==> src/rtl/vblank_rate_monitor_core_macros.svh <==
// Assertion shorthands used by the engine RTL file.
`ifndef VBLANK_RATE_MONITOR_CORE_MACROS_SVH
`define VBLANK_RATE_MONITOR_CORE_MACROS_SVH

// same-cycle implication, quiet during reset
`define VRM_ASSERT_IMP(label, clk, rst_n, ante, cons, msg) \
    label: assert property (@(posedge clk) disable iff (!rst_n) (ante) |-> (cons)) \
        else $error(msg);

// next-cycle implication, quiet during reset
`define VRM_ASSERT_NXT(label, clk, rst_n, ante, cons, msg) \
    label: assert property (@(posedge clk) disable iff (!rst_n) (ante) |=> (cons)) \
        else $error(msg);

`endif

==> src/rtl/vrm_pkg.sv <==
`default_nettype none

package vrm_pkg;

    localparam int unsigned SEQ_W      = 64;
    localparam int unsigned TIME_W     = 64;
    localparam int unsigned HOST_W     = 63;
    localparam int unsigned ADV_W      = 31;
    localparam int unsigned RATE_W     = 32;
    localparam int unsigned VERDICT_W  = 3;
    localparam int unsigned PPM_W      = 20;
    localparam int unsigned WIN_W      = 40;
    localparam int unsigned SLEW_W     = 30;
    localparam int unsigned STREAK_W   = 8;
    localparam int unsigned MUL_W      = 32;
    localparam int unsigned CFG_IDX_W  = 3;
    localparam int unsigned CFG_DATA_W = 40;

    localparam logic REQ_SETUP  = 1'b0;
    localparam logic REQ_VBLANK = 1'b1;

    localparam logic [VERDICT_W-1:0] V_NONE      = 3'd0;
    localparam logic [VERDICT_W-1:0] V_IN_BAND   = 3'd1;
    localparam logic [VERDICT_W-1:0] V_CANDIDATE = 3'd2;
    localparam logic [VERDICT_W-1:0] V_CONFIRMED = 3'd3;
    localparam logic [VERDICT_W-1:0] V_DISCARDED = 3'd4;

    localparam logic [CFG_IDX_W-1:0] CFG_CLOCK_RATE   = 3'd0;
    localparam logic [CFG_IDX_W-1:0] CFG_WINDOW       = 3'd1;
    localparam logic [CFG_IDX_W-1:0] CFG_MISMATCH_MIN = 3'd2;
    localparam logic [CFG_IDX_W-1:0] CFG_MISMATCH_MAX = 3'd3;
    localparam logic [CFG_IDX_W-1:0] CFG_AGREE        = 3'd4;
    localparam logic [CFG_IDX_W-1:0] CFG_MAX_SLEW     = 3'd5;

    localparam logic [RATE_W-1:0] CLOCK_RATE_RST   = 32'd0;
    localparam logic [WIN_W-1:0]  WINDOW_RST       = 40'd5000000000;
    localparam logic [PPM_W-1:0]  MISMATCH_MIN_RST = 20'd300;
    localparam logic [PPM_W-1:0]  MISMATCH_MAX_RST = 20'd5000;
    localparam logic [PPM_W-1:0]  AGREE_RST        = 20'd100;
    localparam logic [SLEW_W-1:0] MAX_SLEW_RST     = 30'd1000000;

    localparam logic [MUL_W-1:0]    NS_PER_S    = 32'd1000000000;
    localparam logic [MUL_W-1:0]    PPM_SCALE   = 32'd1000000;
    localparam logic [ADV_W-1:0]    SEQ_ADV_MAX = 31'h7FFF_FFFF;
    localparam logic [RATE_W-1:0]   RATE_MAX    = 32'hFFFF_FFFF;
    localparam logic [STREAK_W-1:0] WARN_STREAK = 8'd3;
    localparam logic [STREAK_W-1:0] STREAK_MAX  = 8'hFF;

    typedef struct packed {
        logic              req_type;
        logic [SEQ_W-1:0]  vblank_seq;
        logic [TIME_W-1:0] vblank_time_ns;
        logic [HOST_W-1:0] host_time_ns;
    } vrm_req_t;

    typedef struct packed {
        logic [ADV_W-1:0]     seq_advance;
        logic [TIME_W-1:0]    corrected_time_ns;
        logic [VERDICT_W-1:0] verdict;
        logic [RATE_W-1:0]    measured_rate_q;
        logic                 streak_warning;
    } vrm_res_t;

    typedef struct packed {
        logic [RATE_W-1:0] clock_rate_q;
        logic [WIN_W-1:0]  window_ns;
        logic [PPM_W-1:0]  mismatch_min_ppm;
        logic [PPM_W-1:0]  mismatch_max_ppm;
        logic [PPM_W-1:0]  agree_ppm;
        logic [SLEW_W-1:0] max_slew_ns;
    } vrm_cfg_t;

endpackage

`default_nettype wire

==> src/rtl/vrm_engine.sv <==
`default_nettype none
`include "vblank_rate_monitor_core_macros.svh"

module vrm_engine
    import vrm_pkg::*;
(
    input  wire logic     clk,
    input  wire logic     rst_n,
    input  wire vrm_cfg_t cfg,
    input  wire logic     start,
    input  wire vrm_req_t req,
    output logic          idle,
    output logic          res_valid,
    input  wire logic     res_ready,
    output vrm_res_t      res
);

    localparam int unsigned CNT_W = $clog2(RATE_W);

    localparam logic [4:0] S_IDLE   = 5'd0;
    localparam logic [4:0] S_DRIFT  = 5'd1;
    localparam logic [4:0] S_NEG    = 5'd2;
    localparam logic [4:0] S_OFFS   = 5'd3;
    localparam logic [4:0] S_COR    = 5'd4;
    localparam logic [4:0] S_ADV    = 5'd5;
    localparam logic [4:0] S_DT     = 5'd6;
    localparam logic [4:0] S_WIN    = 5'd7;
    localparam logic [4:0] S_DSEQ   = 5'd8;
    localparam logic [4:0] S_MLO    = 5'd9;
    localparam logic [4:0] S_MHI    = 5'd10;
    localparam logic [4:0] S_MACC   = 5'd11;
    localparam logic [4:0] S_SAT    = 5'd12;
    localparam logic [4:0] S_DIV    = 5'd13;
    localparam logic [4:0] S_AD     = 5'd14;
    localparam logic [4:0] S_ABS    = 5'd15;
    localparam logic [4:0] S_DEVM   = 5'd16;
    localparam logic [4:0] S_LIMM   = 5'd17;
    localparam logic [4:0] S_CMPA   = 5'd18;
    localparam logic [4:0] S_MINM   = 5'd19;
    localparam logic [4:0] S_CMPMIN = 5'd20;
    localparam logic [4:0] S_EMIT   = 5'd21;

    logic [4:0]          state_reg;
    logic [4:0]          state_next;

    logic                running_reg;
    logic [SEQ_W-1:0]    last_seq_reg;
    logic [TIME_W-1:0]   offset_reg;
    logic [SEQ_W-1:0]    anchor_seq_reg;
    logic [TIME_W-1:0]   anchor_time_reg;
    logic                anchor_valid_reg;
    logic [RATE_W-1:0]   pending_reg;
    logic [STREAK_W-1:0] streak_reg;

    logic [SEQ_W-1:0]     seq_reg;
    logic [TIME_W-1:0]    vt_reg;
    logic [63:0]          tmp_reg;
    logic [63:0]          neg_reg;
    logic [TIME_W-1:0]    dt_reg;
    logic [61:0]          plo_reg;
    logic [63:0]          mul_reg;
    logic [63:0]          dev_reg;
    logic [63:0]          rem_reg;
    logic [RATE_W-1:0]    nsh_reg;
    logic [RATE_W-1:0]    q_reg;
    logic [CNT_W-1:0]     cnt_reg;
    logic                 neg_flag_reg;
    logic                 phase_reg;
    logic [ADV_W-1:0]     adv_reg;
    logic [TIME_W-1:0]    cor_reg;
    logic [VERDICT_W-1:0] verdict_reg;
    logic [RATE_W-1:0]    rate_reg;
    logic                 warn_reg;

    logic [64:0]         add_a;
    logic [64:0]         add_b;
    logic                add_sub;
    logic [65:0]         add_res;
    logic                add_borrow;
    logic [MUL_W-1:0]    mul_a;
    logic [MUL_W-1:0]    mul_b;
    logic [63:0]         mul_p;

    logic [RATE_W-1:0]   ref_rate;
    logic [WIN_W-1:0]    win;
    logic [63:0]         p_mid;
    logic                rate_sat;
    logic [64:0]         div_shift;
    logic                div_ge;
    logic                div_last;
    logic [STREAK_W-1:0] streak_inc;
    logic                take_vblank;

    assign ref_rate    = phase_reg ? pending_reg : cfg.clock_rate_q;
    assign win         = (cfg.window_ns == '0) ? WIN_W'(1) : cfg.window_ns;
    assign p_mid       = {tmp_reg[39:0], plo_reg[31:8]};
    assign div_shift   = {rem_reg, nsh_reg[RATE_W-1]};
    assign div_last    = (cnt_reg == CNT_W'(RATE_W - 1));
    assign streak_inc  = (streak_reg == STREAK_MAX) ? streak_reg : streak_reg + 8'd1;
    assign take_vblank = start && (req.req_type == REQ_VBLANK) && running_reg
                         && (req.vblank_seq != last_seq_reg);

    // shared adder / subtractor
    always_comb
    begin
        add_a   = '0;
        add_b   = '0;
        add_sub = 1'b1;
        case (state_reg)
            S_IDLE:
            begin
                add_a = {2'b0, req.host_time_ns};
                add_b = {1'b0, req.vblank_time_ns};
            end
            S_DRIFT:
            begin
                add_a = {1'b0, tmp_reg};
                add_b = {1'b0, offset_reg};
            end
            S_NEG:
            begin
                add_b = {1'b0, tmp_reg};
            end
            S_OFFS:
            begin
                add_a = {1'b0, offset_reg};
                if (!tmp_reg[63] && (tmp_reg > {34'b0, cfg.max_slew_ns}))
                begin
                    add_b   = {35'b0, cfg.max_slew_ns};
                    add_sub = 1'b0;
                end
                else if (tmp_reg[63] && (neg_reg > {34'b0, cfg.max_slew_ns}))
                begin
                    add_b = {35'b0, cfg.max_slew_ns};
                end
                else
                begin
                    add_b   = {1'b0, tmp_reg};
                    add_sub = 1'b0;
                end
            end
            S_COR:
            begin
                add_a   = {1'b0, vt_reg};
                add_b   = {1'b0, offset_reg};
                add_sub = 1'b0;
            end
            S_ADV:
            begin
                add_a = {1'b0, seq_reg};
                add_b = {1'b0, last_seq_reg};
            end
            S_DT:
            begin
                add_a = {1'b0, vt_reg};
                add_b = {1'b0, anchor_time_reg};
            end
            S_WIN:
            begin
                add_a = {1'b0, dt_reg};
                add_b = {25'b0, win};
            end
            S_DSEQ:
            begin
                add_a = {1'b0, seq_reg};
                add_b = {1'b0, anchor_seq_reg};
            end
            S_MACC:
            begin
                add_a   = {1'b0, mul_reg};
                add_b   = {35'b0, plo_reg[61:32]};
                add_sub = 1'b0;
            end
            S_SAT:
            begin
                add_a = {1'b0, p_mid};
                add_b = {1'b0, dt_reg};
            end
            S_DIV:
            begin
                add_a = div_shift;
                add_b = {1'b0, dt_reg};
            end
            S_AD:
            begin
                add_a = {33'b0, rate_reg};
                add_b = {33'b0, ref_rate};
            end
            S_ABS:
            begin
                add_a = {33'b0, ref_rate};
                add_b = {33'b0, rate_reg};
            end
            S_CMPA:
            begin
                if (phase_reg)
                begin
                    add_a = {1'b0, dev_reg};
                    add_b = {1'b0, mul_reg};
                end
                else
                begin
                    add_a = {1'b0, mul_reg};
                    add_b = {1'b0, dev_reg};
                end
            end
            S_CMPMIN:
            begin
                add_a = {1'b0, mul_reg};
                add_b = {1'b0, dev_reg};
            end
            default:
            begin
            end
        endcase
    end

    assign add_res    = add_sub ? ({1'b0, add_a} - {1'b0, add_b})
                                : ({1'b0, add_a} + {1'b0, add_b});
    assign add_borrow = add_res[65];
    assign div_ge     = !add_borrow;
    assign rate_sat   = (|tmp_reg[61:40]) || !add_borrow;

    // shared multiplier
    always_comb
    begin
        mul_a = '0;
        mul_b = '0;
        case (state_reg)
            S_MLO:
            begin
                mul_a = tmp_reg[31:0];
                mul_b = NS_PER_S;
            end
            S_MHI:
            begin
                mul_a = tmp_reg[63:32];
                mul_b = NS_PER_S;
            end
            S_DEVM:
            begin
                mul_a = tmp_reg[31:0];
                mul_b = PPM_SCALE;
            end
            S_LIMM:
            begin
                mul_a = ref_rate;
                mul_b = phase_reg ? {12'b0, cfg.agree_ppm} : {12'b0, cfg.mismatch_max_ppm};
            end
            S_MINM:
            begin
                mul_a = cfg.clock_rate_q;
                mul_b = {12'b0, cfg.mismatch_min_ppm};
            end
            default:
            begin
            end
        endcase
    end

    assign mul_p = mul_a * mul_b;

    always_comb
    begin
        state_next = state_reg;
        case (state_reg)
            S_IDLE:   if (take_vblank) state_next = S_DRIFT;
            S_DRIFT:  state_next = S_NEG;
            S_NEG:    state_next = S_OFFS;
            S_OFFS:   state_next = S_COR;
            S_COR:    state_next = S_ADV;
            S_ADV:    state_next = anchor_valid_reg ? S_DT : S_EMIT;
            S_DT:     state_next = S_WIN;
            S_WIN:    state_next = add_borrow ? S_EMIT : S_DSEQ;
            S_DSEQ:   state_next = S_MLO;
            S_MLO:    state_next = S_MHI;
            S_MHI:    state_next = S_MACC;
            S_MACC:   state_next = S_SAT;
            S_SAT:
            begin
                if (!rate_sat)
                    state_next = S_DIV;
                else
                    state_next = (cfg.clock_rate_q == '0) ? S_EMIT : S_AD;
            end
            S_DIV:
            begin
                if (div_last)
                    state_next = (cfg.clock_rate_q == '0) ? S_EMIT : S_AD;
            end
            S_AD:     state_next = S_ABS;
            S_ABS:    state_next = S_DEVM;
            S_DEVM:   state_next = S_LIMM;
            S_LIMM:   state_next = S_CMPA;
            S_CMPA:   state_next = (phase_reg || add_borrow) ? S_EMIT : S_MINM;
            S_MINM:   state_next = S_CMPMIN;
            S_CMPMIN: state_next = (add_borrow && (pending_reg != '0)) ? S_AD : S_EMIT;
            S_EMIT:   if (res_ready) state_next = S_IDLE;
            default:  state_next = S_IDLE;
        endcase
    end

    always_ff @(posedge clk or negedge rst_n)
    begin
        if (!rst_n)
        begin
            state_reg        <= S_IDLE;
            running_reg      <= 1'b0;
            last_seq_reg     <= '0;
            offset_reg       <= '0;
            anchor_seq_reg   <= '0;
            anchor_time_reg  <= '0;
            anchor_valid_reg <= 1'b0;
            pending_reg      <= '0;
            streak_reg       <= '0;
        end
        else
        begin
            state_reg <= state_next;
            case (state_reg)
                S_IDLE:
                begin
                    if (start && (req.req_type == REQ_SETUP))
                    begin
                        running_reg      <= 1'b1;
                        last_seq_reg     <= req.vblank_seq;
                        offset_reg       <= add_res[63:0];
                        anchor_seq_reg   <= '0;
                        anchor_time_reg  <= '0;
                        anchor_valid_reg <= 1'b0;
                        pending_reg      <= '0;
                    end
                end
                S_OFFS:
                begin
                    offset_reg <= add_res[63:0];
                end
                S_ADV:
                begin
                    last_seq_reg <= seq_reg;
                    if (!anchor_valid_reg)
                    begin
                        anchor_seq_reg   <= seq_reg;
                        anchor_time_reg  <= vt_reg;
                        anchor_valid_reg <= 1'b1;
                    end
                end
                S_DSEQ:
                begin
                    anchor_seq_reg  <= seq_reg;
                    anchor_time_reg <= vt_reg;
                end
                S_CMPA:
                begin
                    if (!phase_reg && add_borrow)
                    begin
                        streak_reg  <= streak_inc;
                        pending_reg <= '0;
                    end
                    else if (phase_reg && add_borrow)
                    begin
                        streak_reg  <= '0;
                        running_reg <= 1'b0;
                    end
                    else if (phase_reg)
                    begin
                        pending_reg <= rate_reg;
                    end
                end
                S_CMPMIN:
                begin
                    if (!add_borrow)
                    begin
                        pending_reg <= '0;
                        streak_reg  <= '0;
                    end
                    else if (pending_reg == '0)
                    begin
                        pending_reg <= rate_reg;
                    end
                end
                default:
                begin
                end
            endcase
        end
    end

    always_ff @(posedge clk)
    begin
        case (state_reg)
            S_IDLE:
            begin
                if (take_vblank)
                begin
                    seq_reg     <= req.vblank_seq;
                    vt_reg      <= req.vblank_time_ns;
                    tmp_reg     <= add_res[63:0];
                    verdict_reg <= V_NONE;
                    rate_reg    <= '0;
                    warn_reg    <= 1'b0;
                end
            end
            S_DRIFT: tmp_reg <= add_res[63:0];
            S_NEG:   neg_reg <= add_res[63:0];
            S_COR:   cor_reg <= add_res[63:0];
            S_ADV:   adv_reg <= (|add_res[63:ADV_W]) ? SEQ_ADV_MAX : add_res[ADV_W-1:0];
            S_DT:    dt_reg  <= add_res[63:0];
            S_DSEQ:  tmp_reg <= add_res[63:0];
            S_MLO:   mul_reg <= mul_p;
            S_MHI:
            begin
                plo_reg <= mul_reg[61:0];
                mul_reg <= mul_p;
            end
            S_MACC:  tmp_reg <= add_res[63:0];
            S_SAT:
            begin
                rem_reg   <= p_mid;
                nsh_reg   <= {plo_reg[7:0], 24'b0};
                q_reg     <= '0;
                cnt_reg   <= '0;
                phase_reg <= 1'b0;
                if (rate_sat)
                    rate_reg <= RATE_MAX;
            end
            S_DIV:
            begin
                rem_reg <= div_ge ? add_res[63:0] : div_shift[63:0];
                nsh_reg <= {nsh_reg[RATE_W-2:0], 1'b0};
                q_reg   <= {q_reg[RATE_W-2:0], div_ge};
                cnt_reg <= cnt_reg + CNT_W'(1);
                if (div_last)
                    rate_reg <= {q_reg[RATE_W-2:0], div_ge};
            end
            S_AD:
            begin
                tmp_reg      <= add_res[63:0];
                neg_flag_reg <= add_borrow;
            end
            S_ABS:
            begin
                if (neg_flag_reg)
                    tmp_reg <= add_res[63:0];
            end
            S_DEVM:  mul_reg <= mul_p;
            S_LIMM:
            begin
                dev_reg <= mul_reg;
                mul_reg <= mul_p;
            end
            S_CMPA:
            begin
                if (!phase_reg && add_borrow)
                begin
                    verdict_reg <= V_DISCARDED;
                    warn_reg    <= (streak_inc == WARN_STREAK);
                end
                else if (phase_reg)
                begin
                    verdict_reg <= add_borrow ? V_CONFIRMED : V_CANDIDATE;
                end
            end
            S_MINM:  mul_reg <= mul_p;
            S_CMPMIN:
            begin
                if (!add_borrow)
                    verdict_reg <= V_IN_BAND;
                else if (pending_reg == '0)
                    verdict_reg <= V_CANDIDATE;
                else
                    phase_reg <= 1'b1;
            end
            default:
            begin
            end
        endcase
    end

    assign idle      = (state_reg == S_IDLE);
    assign res_valid = (state_reg == S_EMIT);

    always_comb
    begin
        res.seq_advance       = adv_reg;
        res.corrected_time_ns = cor_reg;
        res.verdict           = verdict_reg;
        res.measured_rate_q   = rate_reg;
        res.streak_warning    = warn_reg;
    end

    `VRM_ASSERT_IMP(a_confirm_stops, clk, rst_n, res_valid && (res.verdict == V_CONFIRMED), !running_reg, "confirmed window left the monitor running")
    `VRM_ASSERT_IMP(a_warn_on_third, clk, rst_n, res_valid && res.streak_warning, (res.verdict == V_DISCARDED) && (streak_reg == WARN_STREAK), "streak warning without third discard")
    `VRM_ASSERT_IMP(a_rem_below_dt, clk, rst_n, state_reg == S_DIV, rem_reg < dt_reg, "divider remainder not below window time")
    `VRM_ASSERT_NXT(a_stopped_drops, clk, rst_n, start && !running_reg, state_reg == S_IDLE, "request worked on while stopped")

endmodule

`default_nettype wire

==> src/rtl/vblank_rate_monitor_core.sv <==
// Vblank rate monitor.
// Input channel in_valid / in_stall carries in_req: a setup request (req_type 0)
// re-anchors the monitor, a vblank request (req_type 1) carries a sample.
// Output channel out_valid / out_stall carries out_res: sequence advance,
// corrected timestamp, window verdict, measured rate and streak warning.
// A setup request, a vblank while stopped and a repeated sequence number give
// no result. The first vblank after a setup skips the window steps, a later
// one that closes no window stops after the window check, and one that closes
// a measuring window can also run the 32 steps of the shared restoring divider
// and the band checks on the shared multiplier.
// One request is worked on at a time; in_stall is high from acceptance until
// the result has moved into the output register.
// A result waiting under out_stall does not block the next request, but a
// second result waits inside until the output register frees.
// Reset empties the output register, stops the monitor and loads the default
// configuration. Registers are written through cfg_we / cfg_index / cfg_data
// by the user only while the monitor is idle; the block does not enforce it.
`default_nettype none

module vblank_rate_monitor_core
    import vrm_pkg::*;
(
    input  wire logic                  clk,
    input  wire logic                  rst_n,
    input  wire logic                  in_valid,
    output logic                       in_stall,
    input  wire vrm_req_t              in_req,
    output logic                       out_valid,
    input  wire logic                  out_stall,
    output vrm_res_t                   out_res,
    input  wire logic                  cfg_we,
    input  wire logic [CFG_IDX_W-1:0]  cfg_index,
    input  wire logic [CFG_DATA_W-1:0] cfg_data
);

    vrm_cfg_t cfg_reg;
    logic     out_valid_reg;
    vrm_res_t out_res_reg;

    logic     eng_idle;
    logic     eng_res_valid;
    vrm_res_t eng_res;
    logic     out_free;

    always_ff @(posedge clk or negedge rst_n)
    begin
        if (!rst_n)
        begin
            cfg_reg.clock_rate_q     <= CLOCK_RATE_RST;
            cfg_reg.window_ns        <= WINDOW_RST;
            cfg_reg.mismatch_min_ppm <= MISMATCH_MIN_RST;
            cfg_reg.mismatch_max_ppm <= MISMATCH_MAX_RST;
            cfg_reg.agree_ppm        <= AGREE_RST;
            cfg_reg.max_slew_ns      <= MAX_SLEW_RST;
        end
        else if (cfg_we)
        begin
            case (cfg_index)
                CFG_CLOCK_RATE:   cfg_reg.clock_rate_q     <= cfg_data[RATE_W-1:0];
                CFG_WINDOW:       cfg_reg.window_ns        <= cfg_data[WIN_W-1:0];
                CFG_MISMATCH_MIN: cfg_reg.mismatch_min_ppm <= cfg_data[PPM_W-1:0];
                CFG_MISMATCH_MAX: cfg_reg.mismatch_max_ppm <= cfg_data[PPM_W-1:0];
                CFG_AGREE:        cfg_reg.agree_ppm        <= cfg_data[PPM_W-1:0];
                CFG_MAX_SLEW:     cfg_reg.max_slew_ns      <= cfg_data[SLEW_W-1:0];
                default:
                begin
                end
            endcase
        end
    end

    assign in_stall = !eng_idle;
    assign out_free = !out_valid_reg || !out_stall;

    vrm_engine u_engine (
        .clk       (clk),
        .rst_n     (rst_n),
        .cfg       (cfg_reg),
        .start     (in_valid && eng_idle),
        .req       (in_req),
        .idle      (eng_idle),
        .res_valid (eng_res_valid),
        .res_ready (out_free),
        .res       (eng_res)
    );

    always_ff @(posedge clk or negedge rst_n)
    begin
        if (!rst_n)
            out_valid_reg <= 1'b0;
        else if (eng_res_valid && out_free)
            out_valid_reg <= 1'b1;
        else if (!out_stall)
            out_valid_reg <= 1'b0;
    end

    // hold the result while stalled
    always_ff @(posedge clk)
    begin
        if (eng_res_valid && out_free)
            out_res_reg <= eng_res;
    end

    assign out_valid = out_valid_reg;
    assign out_res   = out_res_reg;

endmodule

`default_nettype wire

==> config.mk <==
export PLATFORM = sky130hd
export DESIGN_NAME = vblank_rate_monitor_core
export DESIGN_NICKNAME = d
export VERILOG_FILES = /design/src/rtl/vrm_pkg.sv /design/src/rtl/vrm_engine.sv /design/src/rtl/vblank_rate_monitor_core.sv
export VERILOG_INCLUDE_DIRS = /design/src /design/src/rtl
export SDC_FILE = /design/constraint.sdc
export NUM_CORES = 2
export LEC_CHECK = 0
export BUFFER_PORTS_ARGS = -buffer_cell sky130_fd_sc_hd__buf_2
export CORE_UTILIZATION = 40
export DETAILED_ROUTE_END_ITERATION = 7
export PLACE_DENSITY = 0.63
export SYNTH_ARGS = -nofsm -noshare
export SYNTH_HDL_FRONTEND = slang
export SYNTH_SLANG_ARGS = --single-unit
==> constraint.sdc <==
create_clock -name clk -period 31.7 [get_ports clk]
set_input_delay 6.34 -clock clk [delete_from_list [all_inputs] [get_ports clk]]
set_output_delay 6.34 -clock clk [all_outputs]
set_load 0.05 [all_outputs]
==> metrics.yaml <==
cp_max_fo: 53
final_nets: 10600
gr-total-overflow: 0
cts_tree: "yes"
design_area_sq_mm: 0.105
synthFlopType: "edfxtp_1"
cts-buffers-inserted: 143
dr.pass1.iters: 8
drt-total-wl_um: 438000
grt_pass1_vias: 76000
synth_fp_nets: 10300
cts_resized: 0
setup_violations: 0
fp.dieH_um: 485
io_pins: 373
cp_common_cell: "nor3_1"
port_buffers: 372
synth_warnings: 0
ys_seq_area_frac: 0.409
r2r_slack_ns: 16.44
ys_seq_elements: 1348
core_sq_mm: 0.231
yosysMostFrequentCell: "nand2_1"
hold_viol: 0
finalWeightedCongestion: 1.05
first_iter_violations: 13000
clk_pin_slew_worst_paths_ns: 0.07
place_area_sq_mm: 0.0997
crit_path_start_kind: "input pin"
cts_buffer_depth: 3
cp_top_family: "compound AO/OA/AOI/OAI gates"
ant_nets: 0
vias: 78600
drv_slew: 0
crit_path_top_delay_cell: "o31ai_1"
critPathBufInv: 3
skew_ns: 0.0374
cts_sinks: 1348
largest_register_ffs: 162
via_per_inst: 6.36
grt_use_total: 0.365
setup_tns_ns: 0
crit_path_end_kind: "flop"
start_util: 0.404
finalCritPeriodShare: 0.529
cp_data_arrival_time_ns: 17.33
synth_cell_type_count: 87
cap_violations: 0
cts_setup_buffers: 0
cts_root_buf: "clkbuf_16"
grt_pass1_wl_um: 599000
die_area_sq_mm: 0.235
dp_hpwl_um: 325000
min_path_type: "flop to flop"
clock.fmax_ghz: 0.0597
drive_above_1_share: 0.132
worst_slew_pin_slew_ns: 1.35
die_x_um: 485
fin_crit_ns: 16.76
drc_errors: 75
yosys-top-cells-area: "edfxtp_1 28%, fa_1 16%, dfrtp_1 12%"
area_growth_pct: 12.2
crit_required_ns: 32.27
synthTopCellsByCount: "1264 x nand2_1, 1123 x inv_1, 882 x edfxtp_1"
yosysTopAreaCellShare: 0.284
antenna_found_initial: 65
violations: "design-rule violations"
syn_inst: 8851
async_flop_share: 0.346
max_slew_margin: 0.0954
htreeDepth: 4
crit_path_max_incr_delay_ns: 1.13
grt_start_max_net_pins: 129
wire_per_inst_um: 35.4
synth_edf_count: 882
cts_hold_buf: 0
n_fill_cell: 21400
rsz0062_at_grt: "no"
synth_area_sq_mm: 0.0933
critPathKind: "input pin to flop"
yosysTopAreaCell: "edfxtp_1"
status: "finished, violations left"
syn_avg_cell_area_sq_um: 10.5
rows: 176
clk-insertion-delay-late_ns: 0.85
-- path summary, 6_finish.rpt --
path | depth (start not counted) | start | endpoint
worst max-delay path | 27 | in_req[72] | u_engine.rem_reg[24]
min in group asynchronous | 1 | rst_n | u_engine.anchor_time_reg[14]
max in group asynchronous | 4 | rst_n | u_engine.offset_reg[41]
worst min-delay path | 0 | u_engine.cor_reg[4] | out_res[40]
worst min register to register | 0 | u_engine.cor_reg[4] | out_res[40]
worst max register to register | 32 | cfg_reg[14] | u_engine.rem_reg[24]
-- worst register-to-register path, delay by kind of cell, from the launching register on --
kind	cells	cell delay [ns]
flip-flops	1	0.59
multiplexers	1	0.47
AO/OA/AOI/OAI	12	6.51
AND/OR/NAND/NOR	12	4.81
XOR/XNOR	1	0.11
buffers and inverters	4	1.85
adder cells (fa/ha/maj)	2	0.69
-- cell families after synthesis --
logic type,Yosys count,share of synthesized area
AOI/OAI and AO/OA,1764,0.135
muxes,284,0.0327
xor gates and xnor gates,236,0.0222
DFF,1348,0.409
buffers and inverters,1616,0.0656
adders and majority gates,1208,0.222
and+or+nand+nor,2395,0.114
-- through the flow --
step	hold WS, ns	worst slack, ns	util	cells
after floorplan	0.400	17.76	-	8851
after global placement	0.402	14.55	0.432	12000
after detailed placement	0.405	14.38	0.432	12000
after CTS	0.417	15.25	0.453	12300
after global routing	0.422	14.95	0.453	12300
final	0.415	14.94	0.453	12400
-- area by class of cell --
type | instances | area (sq um) | area share
flip-flops and latches | 1348 | 38200 | 0.365
inverters | 1127 | 4250 | 0.0405
well taps | 3026 | 3790 | 0.0362
clock inverters | 72 | 866 | 0.00827
repair buffers | 641 | 3950 | 0.0378
diodes | 59 | 148 | 0.00141
clock buffers | 193 | 4010 | 0.0383
multi-input cells | 5887 | 49500 | 0.473
-- cell usage in the layout, fill, tap and decap left out, types with 45 or more instances in the layout --
master     Yosys  layout
inv_1       1123    1121
edfxtp_1     882     882
mux2i_1      117     117
buf_2         16     371
a31oi_1       83      83
or2_2         47      46
diode_2        0      59
nor4_1        78      73
buf_4          4     264
a22oi_1      239     239
nand2b_1      46      45
a222oi_1     114     114
and3_1        71      68
a22o_1       173     173
a21oi_1      350     345
ha_1         465     465
nor2_1       440     423
nand3_1      142     141
nand2_1     1264    1259
xor2_1       121     121
a21o_1       115     115
xnor2_1      115     115
mux2_2       167     167
nand4_1       86      86
clkbuf_16      0     148
fa_1         743     743
o21ai_0      269     268
nor3_1        75      68
dfrtp_1      436     434
a221oi_1     142     121
a221o_1       54      51
-- metal layers --
| layer | vias to the layer above | part of all wire | track usage |
|---|---|---|---|
| li1 | 31500 | - | - |
| met1 | 39500 | 0.37 | 0.457 |
| met2 | 6119 | 0.41 | 0.517 |
| met3 | 1427 | 0.14 | 0.138 |
| met4 | 32 | 0.085 | 0.259 |
| met5 | - | 0.00058 | 0.00184 |
Power is left out: the tool's default activity adds up to more than one toggle a clock period on the data nets, which glitch-free logic cannot reach.
